**src/bffa_pkg.sv**
```systemverilog
// ----------------------------------------------------------------------------
// bffa_pkg
// Shared widths, codes and controller/datapath bundles of the first-fit
// bitmap allocator.
// ----------------------------------------------------------------------------
package bffa_pkg;

  // Field widths
  localparam int unsigned IDX_W      = 12;
  localparam int unsigned STAT_W     = 2;
  localparam int unsigned CFG_IDX_W  = 1;
  localparam int unsigned CFG_DATA_W = 12;

  // Parameter defaults
  localparam int unsigned POOL_SIZE_DEF = 4096;
  localparam int unsigned WORD_BITS_DEF = 32;

  // Register reset values
  localparam logic [IDX_W-1:0] LOWEST_RESET  = 12'd0;
  localparam logic [IDX_W-1:0] HIGHEST_RESET = 12'd4095;

  // Configuration register indexes
  localparam logic [CFG_IDX_W-1:0] CFG_LOWEST  = 1'd0;
  localparam logic [CFG_IDX_W-1:0] CFG_HIGHEST = 1'd1;

  // Request kinds
  localparam logic REQ_ALLOC = 1'b0;
  localparam logic REQ_MARK  = 1'b1;

  // Result status codes
  localparam logic [STAT_W-1:0] ST_OK      = 2'd0;
  localparam logic [STAT_W-1:0] ST_NO_FREE = 2'd1;
  localparam logic [STAT_W-1:0] ST_RANGE   = 2'd2;

  typedef enum logic [1:0] {
    RES_HIT,
    RES_NO_FREE,
    RES_RANGE
  } res_e;

  // Controller -> datapath
  typedef struct packed {
    logic load_req;   // capture accepted request
    logic setup;      // start word from reciprocal divide
    logic rd_base;    // first map read, base index multiply
    logic advance;    // step to next map word
    logic commit;     // write back word with the claimed bit set
    logic clr_step;   // clearing pass write
    logic load_res;   // load output register
    res_e res_kind;
  } ctrl_cmd_t;

  // Datapath -> controller
  typedef struct packed {
    logic clr_last;
    logic req_mark;
    logic reject;     // out-of-range mark or empty scan window
    logic hit;
    logic last_word;
  } ctrl_sts_t;

endpackage

```
**src/bffa_ctrl.sv**
```systemverilog
// ----------------------------------------------------------------------------
// bffa_ctrl
// Sequencer: clearing pass, request setup, word-by-word scan, result hand-off.
// ----------------------------------------------------------------------------
module bffa_ctrl (
  input  logic                clk_i,
  input  logic                rst_ni,
  input  logic                in_valid_i,
  output logic                in_ready_o,
  output logic                out_valid_o,
  input  logic                out_ready_i,
  input  bffa_pkg::ctrl_sts_t sts_i,
  output bffa_pkg::ctrl_cmd_t cmd_o
);

  typedef enum logic [2:0] {
    ST_CLEAR,
    ST_IDLE,
    ST_SETUP,
    ST_BASE,
    ST_EXAM
  } state_e;

  state_e state_q, state_d;
  logic   out_valid_q, out_valid_d;
  logic   slot_free;

  assign slot_free = !out_valid_q || out_ready_i;

  always_comb begin
    state_d = state_q;
    cmd_o   = '0;
    cmd_o.res_kind = bffa_pkg::RES_HIT;
    case (state_q)
      ST_CLEAR: begin
        cmd_o.clr_step = 1'b1;
        if (sts_i.clr_last) begin
          state_d = ST_IDLE;
        end
      end
      ST_IDLE: begin
        if (in_valid_i) begin
          cmd_o.load_req = 1'b1;
          state_d        = ST_SETUP;
        end
      end
      ST_SETUP: begin
        cmd_o.setup = 1'b1;
        if (!sts_i.reject) begin
          state_d = ST_BASE;
        end else if (slot_free) begin
          cmd_o.load_res = 1'b1;
          cmd_o.res_kind = sts_i.req_mark ? bffa_pkg::RES_RANGE : bffa_pkg::RES_NO_FREE;
          state_d        = ST_IDLE;
        end
      end
      ST_BASE: begin
        cmd_o.rd_base = 1'b1;
        state_d       = ST_EXAM;
      end
      ST_EXAM: begin
        if (slot_free) begin
          if (sts_i.hit) begin
            cmd_o.commit   = 1'b1;
            cmd_o.load_res = 1'b1;
            state_d        = ST_IDLE;
          end else if (sts_i.last_word) begin
            cmd_o.load_res = 1'b1;
            cmd_o.res_kind = bffa_pkg::RES_NO_FREE;
            state_d        = ST_IDLE;
          end else begin
            cmd_o.advance = 1'b1;
          end
        end
      end
      default: state_d = ST_IDLE;
    endcase
  end

  assign out_valid_d = cmd_o.load_res || (out_valid_q && !out_ready_i);

  always_ff @(posedge clk_i or negedge rst_ni) begin
    if (!rst_ni) begin
      state_q     <= ST_CLEAR;
      out_valid_q <= 1'b0;
    end else begin
      state_q     <= state_d;
      out_valid_q <= out_valid_d;
    end
  end

  assign in_ready_o  = (state_q == ST_IDLE);
  assign out_valid_o = out_valid_q;

  a_load_into_free_slot: assert property (@(posedge clk_i) disable iff (!rst_ni)
    cmd_o.load_res |-> slot_free)
    else $error("result loaded over an untaken result");

  a_accept_to_setup: assert property (@(posedge clk_i) disable iff (!rst_ni)
    (in_valid_i && in_ready_o) |=> (state_q == ST_SETUP))
    else $error("accepted request did not enter setup");

  a_no_write_clash: assert property (@(posedge clk_i) disable iff (!rst_ni)
    cmd_o.commit |-> !cmd_o.clr_step && !cmd_o.advance)
    else $error("map write-back overlaps another map operation");

endmodule

```
**config.mk**
```make
export PLATFORM = sky130hd
export DESIGN_NAME = bffa_ctrl
export DESIGN_NICKNAME = d
export VERILOG_FILES = /design/src/bffa_pkg.sv /design/src/bffa_ctrl.sv
export SDC_FILE = /design/constraint.sdc
export NUM_CORES = 1
export LEC_CHECK = 0
export ABC_AREA = 1
export BUFFER_PORTS_ARGS = -buffer_cell sky130_fd_sc_hd__buf_2
export CORE_UTILIZATION = 25
export CTS_BUF_LIST = sky130_fd_sc_hd__clkbuf_4
export CTS_CLUSTER_DIAMETER = 200
export DETAILED_ROUTE_END_ITERATION = 10
export GPL_TIMING_DRIVEN = 0
export PLACE_DENSITY_LB_ADDON = 0.05
export SLEW_MARGIN = 10
export SYNTH_ARGS = -nofsm -noshare
export SYNTH_HDL_FRONTEND = slang
export SYNTH_SLANG_ARGS = --single-unit
```
**constraint.sdc**
```tcl
create_clock -name clk_i -period 1.5 [get_ports clk_i]
set_input_delay 0.3 -clock clk_i [delete_from_list [all_inputs] [get_ports clk_i]]
set_output_delay 0.3 -clock clk_i [all_outputs]
set_load 0.01 [all_outputs]
```
---- Yosys cells after proc, flatten, opt, wreduce, memory -nomap -nowiden ----
Index checks and enable logic that the tools add are counted.
operators by class
  equality and inequality tests ........... 9
  muxes and demuxes ....................... 26
  reductions and logical operators ........ 7
operators with widths
  operator                                        count
  two-way mux 3 bit                               11
  case mux 3 bit (5 select lines)                 1
  two-way mux 1 bit                               9
  two-way mux 2 bit                               4
  == test 3 x 2 -> 1 bit (second input constant)  2
  != test 2 bit (second input constant)           3
  != test 3 bit (second input constant)           2
  case mux 3 bit (2 select lines)                 1
  AND reduction 5 bit                             1
  == test 3 x 1 -> 1 bit (second input constant)  1
  == test 3 bit (second input constant)           1
  zero test 3 bit                                 1
  zero test 1 bit                                 2
  logical OR 1 bit                                2
  logical AND 1 bit                               1
word-level totals
  bits in registers ....................... 4
  input port bits ......................... 9
  output and inout port bits .............. 11
  word-level logic and storage cells ...... 44

---- Logic depth before layout (Yosys ltp) ----
Gate-level depths: netlist (run 1).
  depth in word-level cells ............... 6
  gate-level depth with buffers ........... 8
  mapped depth without buffers ............ 8

---- Worst setup path after synthesis (run 1) ----
OpenSTA, ideal clock, no wires.
  path kind ............................... flip-flop to output port
  start point ............................. register state_q[1]
  end point ............................... output cmd_o[2] (netlist bit)
  arrival ................................. 1,005 ps
  required time ........................... 1,200 ps
  slack ................................... 195 ps
  stages on the path, launching flop included .. 4
  cells stage by stage .................... dfrtp_1 nor2_2 nand3_1 o21ai_0
RTL lines
  what                    RTL line         RTL
  from (decl)             bffa_ctrl.sv:24  state_e state_q, state_d;
  from (signal assigned)  bffa_ctrl.sv:87  state_q <= state_d;
  to (decl)               bffa_ctrl.sv:13  output bffa_pkg::ctrl_cmd_t cmd_o

==> results of run 1 <==
## power breakdown
part	total, uW	internal, uW	switching, uW
clock network	129	89.1	39.4
logic	740	353	387
registers	203	154	49.8
total	1070	596	476
## worst paths after layout
| path | start | to | cells past startpoint |
|---|---|---|---|
| worst max-delay path | state_q[0] | cmd_o[6] | 6 |
| worst min-delay path | in_valid_i | state_q[0] | 4 |
| worst max register to register | state_q[0] | state_q[0] | 9 |
| worst min register to register | out_valid_o | state_q[1] | 4 |
| max in group asynchronous | rst_ni | state_q[2] | 2 |
| min in group asynchronous | rst_ni | out_valid_o | 2 |
## routing by layer
layer / wire [um] / part of all wire [%] / GRT usage, % / vias up
li1: - / - / - / 235
met1: 384 / 39 / 16.6 / 209
met2: 471 / 47 / 23.8 / 30
met3: 110 / 11 / 7.51 / 5
met4: 27 / 2.7 / 12.1 / 0
met5: 0 / 0 / 0 / -
## cell families (layout without fill, tap and decap cells)
logic type	after synthesis	in the layout
AO/OA/AOI/OAI	4	4
buffers and inverters	14	47
flip-flops	4	4
AND/OR/NAND/NOR	32	32
## synth_stat cells
cell                       count
sky130_fd_sc_hd__nand2_1       9
sky130_fd_sc_hd__inv_2         4
sky130_fd_sc_hd__inv_1        10
sky130_fd_sc_hd__nor2_1        6
sky130_fd_sc_hd__dfrtp_1       4
sky130_fd_sc_hd__nor3_1        2
sky130_fd_sc_hd__o21ai_0       2
sky130_fd_sc_hd__nand2_2       2
sky130_fd_sc_hd__nor2_2        2
sky130_fd_sc_hd__o22ai_1       1
sky130_fd_sc_hd__nand4_1       1
sky130_fd_sc_hd__nand3_1       8
sky130_fd_sc_hd__nor2_4        2
sky130_fd_sc_hd__o211ai_1      1
## worst max-delay path, delay by kind of cell, from the launching register on
kind                   cells  cell delay, ns
buffers and inverters      4            0.39
DFF                        1            0.41
and+or+nand+nor            2            0.20
## final cells by class
type | instances | area share (%)
clock buffers | 3 | 3.64
inverters | 14 | 8.48
multi-input cells | 36 | 38.8
flip-flops and latches | 4 | 16.6
well taps | 14 | 2.83
repair buffers | 30 | 29.7
## state kept, by name (all words and copies together) (netlist names)
name	cells
out_valid_o	1
state_q	3
## per-stage QoR
stage	cell area, um^2	hold WS, ns	std cells
detailed placement	449	0.108	87
floorplan	337	0.00441	54
global route	619	0.369	101
finish	619	0.359	101
CTS	574	0.360	99
global placement	449	0.109	87
## what timing repair did
| item | 4_1_cts | 5_1_grt |
|---|---|---|
| pin swaps | 5 | 2 |
| buffers inserted | 8 | 2 |
| endpoints found under the hold margin | 4 | 0 |
| gates resized for setup | 10 | 7 |
| endpoints found under the setup margin | 5 | 7 |
| hold buffers | 1 | 0 |
==> qor.log, run 1 <==
qor: cts.clk_root_buffer_cell sky130_fd_sc_hd__clkbuf_4
qor: placed_design.routabilityCongestion 0.812
qor: detailed_routing.postRouteAntennaNets 0
qor: yosys.syn_avg_cell_area 6.23 um^2
qor: status.status complete, but fails checks
qor: cells_and_area.sequential_cell_area 103 um^2
qor: yosys.post_synthesis_share_of_cell_area_spent_on_xor_and_xnor_gates 0%
qor: die.die_y 38.7 um
qor: placed_design.place.port_buffers 19
qor: yosys.synthAdderAreaFrac 0%
qor: yosys.netlist.area_leader.share 29.7%
qor: cells_and_area.antenna_cells_inserted 0
qor: yosys.yosys.area.top_type sky130_fd_sc_hd__dfrtp_1
qor: cts.htree_levels 1
qor: sta.setup_viol 3
qor: setup_path.timing.critical_path.slowest_cell_delay 0.41 ns
qor: detailed_routing.drt_pre_antenna_iters 4
qor: yosys.combinational_family_with_the_most_area_after_synthesis simple AND/OR/NAND/NOR gates
qor: setup_path.cp-start-kind flop
qor: yosys.synth_seq_cells 4
qor: setup_path.crit_path_max_fanout 3
qor: min_path.timing.hold.worst.class input pin to flop
qor: sta.finalClockSkew 0.00320 ns
qor: cells_and_area.postLayoutCoreUtil 52.9%
qor: power.cellLeakagePower 0.000351 uW
qor: yosys.ys_top_cells_by_area sky130_fd_sc_hd__dfrtp_1, sky130_fd_sc_hd__nand3_1, sky130_fd_sc_hd__inv_1
qor: placed_design.dpl.hpwl 638 um
qor: placed_design.dpl_worst_slack 0.0997 ns
qor: detailed_routing.drt_iter0_markers 10
qor: cells_and_area.mostFrequentLayoutCells sky130_fd_sc_hd__buf_2, sky130_fd_sc_hd__nand2_1, sky130_fd_sc_hd__buf_4
qor: cts.cts_tree done
qor: die.std_cell_rows 12
qor: setup_path.crit_required 1.20 ns
qor: cells_and_area.final_layout_size_suffix_gt1_share 60.9%
qor: sta.final_min_period_over_clock_period 101%
qor: power.power-per-cell-area 1730 nW/um^2
qor: yosys.yosys_warnings 0
qor: yosys.seq_area_frac_synth 29.7%
qor: global_routing.grt_pass1_wl 1570 um
qor: die.floorplan.initialDensity 28.7%
qor: yosys.synth.area.mux_share 0%
qor: setup_path.arrival 1.22 ns
qor: detailed_routing.wl_per_cell 9.83 um
qor: cells_and_area.n_fill_cell 118
qor: cts.clk-insertion-delay-late 0.23 ns
qor: global_routing.globalRoute.totalOverflow 0
qor: sta.grt_setup_unrepaired true
qor: power.worst_ir_drop_vdd 1010 uV
qor: yosys.syn_nets 63
qor: cts.ctsLongestPathBuffers 2
qor: flow_run.maxCapViolCount 0
qor: sta.tightest_slew 0.195 ns
qor: sta.finalWorstPathRequiredPeriod 1.52 ns
qor: setup_path.timing.critical_path.mode_cell sky130_fd_sc_hd__inv_2
qor: detailed_routing.drc 0
qor: sta.finalMaxSlewViolations 0
qor: cells_and_area.multiInputGateArea 240 um^2
qor: global_routing.grt_antenna_before_repair 0
qor: setup_path.setup.worst_path.class flop to output pin
qor: power.power 1070 uW
qor: global_routing.vias_in_the_first_global_route 393
qor: yosys.yosys.area_share.simple 47.6%
qor: sta.report.final.hold_viol_count 0
qor: sta.setup-tns-final -0.0385 ns
qor: status.violations_in_the_final_reports negative setup slack
qor: die.top_ports 20
qor: global_routing.grt_start_max_net_pins 5
qor: yosys.postSynthCellCount 54
qor: cts.number_of_clock_buffers_inserted_by_tritoncts 3
qor: setup_path.critical_path.endpoint_type output pin
qor: setup_path.crit_slowest_cell sky130_fd_sc_hd__dfrtp_1
qor: yosys.netlist_area 337 um^2
qor: cells_and_area.net_count_final 98
qor: setup_path.worstPathCellList inv_2 -> buf_6 -> nor2_4 -> inv_2 -> nor2_2 -> buf_2
qor: cells_and_area.final_common_cell sky130_fd_sc_hd__buf_2
qor: sta.final.setup.worst_slack -0.0210 ns
qor: cts.clk_pin_slew 0.03 ns
qor: detailed_routing.wl 993 um
qor: detailed_routing.num_vias 479
qor: detailed_routing.average_via_count_per_standard_cell 4.74
qor: cells_and_area.syn2layout_area_growth 84.0%
qor: global_routing.grt_util_all_layers 15.8%
qor: yosys.synth-compound-area-share 7.06%
qor: die.design.die.area 1500 um^2
qor: die.floorplan.core_area 1170 um^2
qor: setup_path.reg2reg_setup_slack 0.20 ns
qor: die.die-width 38.7 um
qor: yosys.ys_types 14
qor: cts.cts_sinks 4
qor: sta.slew_headroom 86.9%
qor: sta.max_clock_freq 657 MHz
Note: power is estimated with default switching activity, not from simulation.
==> run 2, diff against run 1 <==
--- a/config.mk
+++ b/config.mk
@@ -13,6 +13,7 @@
 export DETAILED_ROUTE_END_ITERATION = 10
 export GPL_TIMING_DRIVEN = 0
 export PLACE_DENSITY_LB_ADDON = 0.05
+export SKIP_CTS_REPAIR_TIMING = 1
 export SLEW_MARGIN = 10
 export SYNTH_ARGS = -nofsm -noshare
 export SYNTH_HDL_FRONTEND = slang
==> qor.log, run 2 (synthesis gave the netlist of run 1 again) <==
qor: cells_and_area.syn2layout_area_growth 71.0%
qor: cells_and_area.antenna_cells_inserted 0 [unchanged]
qor: cells_and_area.largest_reg_flops 3 [unchanged]
qor: placed_design.place.port_buffers 19 [unchanged]
qor: detailed_routing.wl_per_cell 9.15 um [-7.0%]
qor: placed_design.routabilityCongestion 0.812 [unchanged]
qor: cells_and_area.mostFrequentLayoutCells sky130_fd_sc_hd__buf_2, sky130_fd_sc_hd__inv_1, sky130_fd_sc_hd__nand2_1
qor: sta.tightest_slew 0.185 ns [-0.0101 ns]
qor: sta.finalMaxSlewViolations 0 [unchanged]
qor: global_routing.vias_in_the_first_global_route 292 [-26%]
qor: status.violations_in_the_final_reports negative setup slack
qor: placed_design.dpl.hpwl 638 um [unchanged]
qor: power.cellLeakagePower 0.000328 uW [-6.6%]
qor: sta.final.setup.worst_slack -0.0611 ns [-0.0402 ns]
qor: die.std_cell_rows 12 [unchanged]
qor: sta.finalClockSkew 0.00345 ns [+0.000249 ns]
qor: sta.grt_setup_unrepaired true
qor: cts.clk_pin_slew 0.03 ns [about the same]
qor: setup_path.crit_slowest_cell sky130_fd_sc_hd__dfrtp_2
qor: die.floorplan.initialDensity 28.7% [unchanged]
qor: cts.ctsLongestPathBuffers 2 [unchanged]
qor: cells_and_area.final_layout_size_suffix_gt1_share 56.1% [-4.8 points]
qor: power.power 929 uW [-13%]
qor: power.power_frac_clock 13.9% [+1.9 points]
qor: global_routing.grt_start_max_net_pins 8 [+3]
qor: cts.clk_root_buffer_cell sky130_fd_sc_hd__clkbuf_4
qor: setup_path.critical_path.endpoint_type output pin
qor: cells_and_area.postLayoutCoreUtil 49.1% [-3.7 points]
qor: setup_path.critical_path.top_delay_family flip-flops
qor: cts.cts_tree done
qor: sta.final_min_period_over_clock_period 104% [+2.7 points]
qor: detailed_routing.drt_iter0_markers 6 [-4]
qor: power.netSwitchingFraction 46.4% [+2.0 points]
qor: setup_path.cp-start-kind flop
qor: cts.cts_sinks 4 [unchanged]
qor: power.power-per-cell-area 1610 nW/um^2 [-6.7%]
qor: power.comb_power_share 63.5% [-5.5 points]
qor: cts.htree_levels 1 [unchanged]
qor: cells_and_area.final_common_cell sky130_fd_sc_hd__buf_2
qor: cts.number_of_clock_buffers_inserted_by_tritoncts 3 [unchanged]
qor: setup_path.timing.critical_path.mode_cell sky130_fd_sc_hd__inv_2
qor: die.die_y 38.7 um [unchanged]
qor: die.top_ports 20 [unchanged]
qor: global_routing.grt_pass1_wl 1180 um [-25%]
qor: sta.setup_viol 3 [unchanged]
qor: global_routing.grt_antenna_before_repair 0 [unchanged]
qor: sta.timing.hold.ws 0.361 ns [+0.00141 ns]
qor: setup_path.worstPathCellList inv_2 -> nand3_2 -> inv_2 -> nand3_4 -> o22ai_2 -> buf_2
qor: global_routing.grt_util_all_layers 11.9% [-3.8 points]
qor: power.total_switching_power 431 uW [-9.4%]
qor: cells_and_area.net_count_final 93 [-5.1%]
qor: setup_path.setup.worst_path.class flop to output pin
qor: setup_path.critPathBufInv 3 [-1]
qor: sta.max_clock_freq 641 MHz [-2.6%]
qor: die.design.die.area 1500 um^2 [unchanged]
qor: power.worst_ir_drop_vdd 980 uV [-2.9%]
qor: detailed_routing.wl 878 um [-12%]
qor: cts.clk-insertion-delay-late 0.23 ns [about the same]
qor: setup_path.crit_required 1.20 ns [about the same]
qor: cells_and_area.largest_register state_q
qor: global_routing.globalRoute.totalOverflow 0 [unchanged]
qor: flow_run.maxCapViolCount 0 [unchanged]
qor: status.status complete, but fails checks
qor: detailed_routing.average_via_count_per_standard_cell 4.41 [-7.1%]
qor: detailed_routing.postRouteAntennaNets 0 [unchanged]
qor: min_path.timing.hold.worst.class input pin to flop
qor: setup_path.arrival 1.26 ns [+0.04 ns]
qor: detailed_routing.num_vias 423 [-12%]
qor: detailed_routing.drt_pre_antenna_iters 3 [-1]
qor: die.die-width 38.7 um [unchanged]
qor: power.power_frac_seq 22.6% [+3.6 points]
qor: setup_path.crit_path_max_fanout 6 [+3]
qor: power.p_int 498 uW [-16%]
qor: die.floorplan.core_area 1170 um^2 [unchanged]
qor: setup_path.timing.critical_path.slowest_cell_delay 0.44 ns [+0.03 ns]
qor: sta.finalWorstPathRequiredPeriod 1.56 ns [+0.0402 ns]
qor: cells_and_area.n_fill_cell 124 [+5.1%]
qor: sta.slew_headroom 87.6% [+0.68 points]
qor: detailed_routing.drc 0 [unchanged]
qor: sta.report.final.hold_viol_count 0 [unchanged]
[run 2: cell count changes in the layout (fill, tap and decap cells not counted), sizes merged]
cell | previous run | this run
buf | 29 | 24
[run 2: through the flow]
step           area, um^2  std cells  TNS, ns  worst slack (ns)
2_1_floorplan         337         54        0             0.195
3_3_place_gp          449         87        0            0.0668
3_5_place_dp          449         87        0            0.0997
4_1_cts               472         90   -0.606            -0.160
5_1_grt               576         96   -0.562            -0.133
6_report              576         96  -0.0969           -0.0611
[run 2: path summary, 6_finish.rpt]
check                               to  slack [ns]         from  depth (start not counted)
setup / recovery              cmd_o[0]       -0.06   state_q[2]                          6
hold / removal              state_q[0]        0.36   in_valid_i                          4
setup reg to reg            state_q[0]        0.33   state_q[1]                          7
hold reg to reg             state_q[1]        0.65  out_valid_o                          4
max in group asynchronous   state_q[2]        0.96       rst_ni                          2
min in group asynchronous  out_valid_o        0.40       rst_ni                          2
[run 2: layout make-up]
type / count / area (um^2) / share of cell area (%)
flip-flops and latches: 4 / 103 / 17.8
well taps: 14 / 17.5 / 3.04
inverters: 14 / 52.6 / 9.13
multi-input cells: 36 / 238 / 41.3
repair buffers: 25 / 143 / 24.8
clock buffers: 3 / 22.5 / 3.91
[run 2: worst reg2reg max path, cell delays in order, from the launching register on]
cell and delay (ns):
sky130_fd_sc_hd__dfrtp_2 0.44, sky130_fd_sc_hd__nor2_4 0.14, sky130_fd_sc_hd__buf_4 0.13, sky130_fd_sc_hd__nand3_1 0.06, sky130_fd_sc_hd__nand2_1 0.11, sky130_fd_sc_hd__nor2_4 0.05, sky130_fd_sc_hd__nand3_1 0.06, sky130_fd_sc_hd__nand2_1 0.05
[run 2: power by group through the flow]
stage               combinational (uW)  clock (uW)  sequential, uW
detailed placement                 453           0             201
floorplan                          316           0             197
CTS                                455         135             200
global placement                   454           0             203
finish                             590         129             209
global route                       656         148             216
[run 2: layer usage]
layer	global-route usage [%]	wire length, um
met5	0	0
met1	14.2	417
met2	16.7	398
met3	7.51	63
met4	5.17	0
==> run 3, diff against run 2 <==
==> constraint.sdc (replaced) <==
create_clock -name clk_i -period 1.8 [get_ports clk_i]
set_input_delay 0.36 -clock clk_i [delete_from_list [all_inputs] [get_ports clk_i]]
set_output_delay 0.36 -clock clk_i [all_outputs]
set_load 0.01 [all_outputs]
==> qor.log, run 3 (synthesis gave the netlist of run 1 again) <==
qor: global_routing.grt_pass1_wl 1180 um [unchanged]
qor: cells_and_area.mostFrequentLayoutCells sky130_fd_sc_hd__buf_2, sky130_fd_sc_hd__inv_1, sky130_fd_sc_hd__nand2_1
qor: die.std_cell_rows 12 [unchanged]
qor: sta.slew_headroom 86.2% [-1.4 points]
qor: sta.finalWorstPathRequiredPeriod 1.66 ns
qor: cells_and_area.design_area 489 um^2 [-15%]
qor: sta.final_min_period_over_clock_period 92.3%
qor: sta.report.final.hold_viol_count 0 [unchanged]
qor: cells_and_area.largest_reg_flops 3 [unchanged]
qor: detailed_routing.average_via_count_per_standard_cell 4.47 [+1.5%]
qor: cells_and_area.final_common_cell sky130_fd_sc_hd__buf_2
qor: die.die-width 38.7 um [unchanged]
qor: cts.ctsLongestPathBuffers 2 [unchanged]
qor: detailed_routing.wl_per_cell 8.31 um [-9.2%]
qor: placed_design.place.port_buffers 19 [unchanged]
qor: setup_path.timing.critical_path.slowest_cell_delay 0.44 ns [about the same]
qor: status.status finished, final reports clean
qor: cells_and_area.largest_register state_q
qor: sta.grt_setup_unrepaired true
qor: global_routing.globalRoute.totalOverflow 0 [unchanged]
qor: setup_path.crit_path_max_fanout 7 [+1]
qor: cells_and_area.final_layout_size_suffix_gt1_share 44.2% [-12 points]
qor: flow_run.maxCapViolCount 0 [unchanged]
qor: detailed_routing.wl 756 um [-14%]
qor: placed_design.dpl.hpwl 638 um [unchanged]
qor: setup_path.crit_required 1.44 ns [+0.24 ns]
qor: detailed_routing.drt_pre_antenna_iters 4 [+1]
qor: sta.setup_viol 0 [-3]
qor: setup_path.critPathBufInv 3 [unchanged]
qor: cts.cts_tree done
qor: setup_path.cp-start-kind flop
qor: setup_path.worstPathCellList inv_2 -> nand3_1 -> inv_2 -> nand3_1 -> o22ai_1 -> buf_2
qor: setup_path.critical_path.endpoint_type output pin
qor: cts.clk_root_buffer_cell sky130_fd_sc_hd__clkbuf_4
qor: power.cellLeakagePower 0.000294 uW [-10%]
qor: cts.number_of_clock_buffers_inserted_by_tritoncts 3 [unchanged]
qor: setup_path.arrival 1.30 ns [+0.04 ns]
qor: setup_path.crit_slowest_cell sky130_fd_sc_hd__dfrtp_2
qor: cts.clk_pin_slew 0.03 ns [about the same]
qor: detailed_routing.postRouteAntennaNets 0 [unchanged]
qor: sta.finalMaxSlewViolations 0 [unchanged]
qor: die.floorplan.initialDensity 28.7% [unchanged]
qor: cells_and_area.net_count_final 88 [-5.4%]
qor: detailed_routing.drt_iter0_markers 8 [+2]
qor: sta.tightest_slew 0.206 ns [+0.0203 ns]
qor: min_path.timing.hold.worst.class input pin to flop
qor: setup_path.setup.worst_path.class flop to output pin
qor: die.die_y 38.7 um [unchanged]
qor: cts.htree_levels 1 [unchanged]
qor: die.floorplan.core_area 1170 um^2 [unchanged]
qor: placed_design.routabilityCongestion 0.812 [unchanged]
qor: setup_path.critical_path.top_delay_family flip-flops
qor: cts.clk-insertion-delay-late 0.23 ns [about the same]
qor: global_routing.grt_util_all_layers 11.9% [unchanged]
qor: cts.cts_sinks 4 [unchanged]
qor: power.power-per-cell-area 1360 nW/um^2 [-16%]
qor: sta.max_clock_freq 602 MHz
qor: detailed_routing.num_vias 407 [-3.8%]
qor: cells_and_area.syn2layout_area_growth 45.4%
qor: global_routing.grt_start_max_net_pins 8 [unchanged]
qor: cells_and_area.antenna_cells_inserted 0 [unchanged]
qor: global_routing.grt_antenna_before_repair 0 [unchanged]
qor: global_routing.vias_in_the_first_global_route 292 [unchanged]
qor: die.top_ports 20 [unchanged]
qor: die.design.die.area 1500 um^2 [unchanged]
qor: cells_and_area.postLayoutCoreUtil 41.8% [-7.4 points]
qor: placed_design.cell_area_after_placement 449 um^2 [unchanged]
qor: detailed_routing.drc 0 [unchanged]
qor: sta.finalClockSkew 0.00330 ns [-0.000150 ns]
qor: power.worst_ir_drop_vdd 733 uV [-25%]
-- run 3: worst paths after layout --
path                       startpoint     endpoint  slack, ns  cells past startpoint
max                        state_q[2]     cmd_o[0]       0.14                      6
min                        in_valid_i   state_q[0]       0.42                      4
max reg2reg                state_q[2]   state_q[0]       0.69                      6
min reg2reg                state_q[2]   state_q[2]       0.57                      2
max in group asynchronous      rst_ni   state_q[2]       1.20                      2
min in group asynchronous      rst_ni  out_valid_o       0.46                      2
-- run 3: routing by layer --
layer / GRT usage [%] / part of all wire, % / up-vias
met5: 0 / 0 / -
met4: 5.17 / 0 / 0
met3: 7.51 / 14 / 0
met2: 16.7 / 41 / 25
met1: 14.2 / 46 / 169
li1: - / - / 213
-- run 3: stage by stage --
stage / TNS (ns) / setup WS, ns / total power, uW / hold slack, ns / std cells
6_report: 0 / 0.139 / 663 / 0.423 / 91
3_5_place_dp: 0 / 0.332 / 545 / 0.168 / 87
4_1_cts: 0 / 0.0804 / 659 / -0.0820 / 90
3_3_place_gp: 0 / 0.307 / 548 / 0.169 / 87
2_1_floorplan: 0 / 0.435 / 428 / 0.0644 / 54
5_1_grt: -0.00266 / -0.00266 / 740 / 0.432 / 91
-- run 3: cell type report --
cell class                 instances  area (um^2)
clock buffer                       3         22.5
fill                             134          682
inverter                          14         52.6
multi-input combinational         36          189
sequential                         4          103
tap                               14         17.5
timing repair buffer              20          105
-- run 3: worst min-delay path, cell delays in order --
cell and delay [ns]:
sky130_fd_sc_hd__buf_2 0.11, sky130_fd_sc_hd__nor2_4 0.05, sky130_fd_sc_hd__inv_1 0.04, sky130_fd_sc_hd__nand2_1 0.05
-- run 3: power breakdown --
group          switching (uW)  internal, uW  total, uW
combinational             229           149        378
sequential               49.7           128        178
clock                    33.2          74.3        107
total                     312           351        663
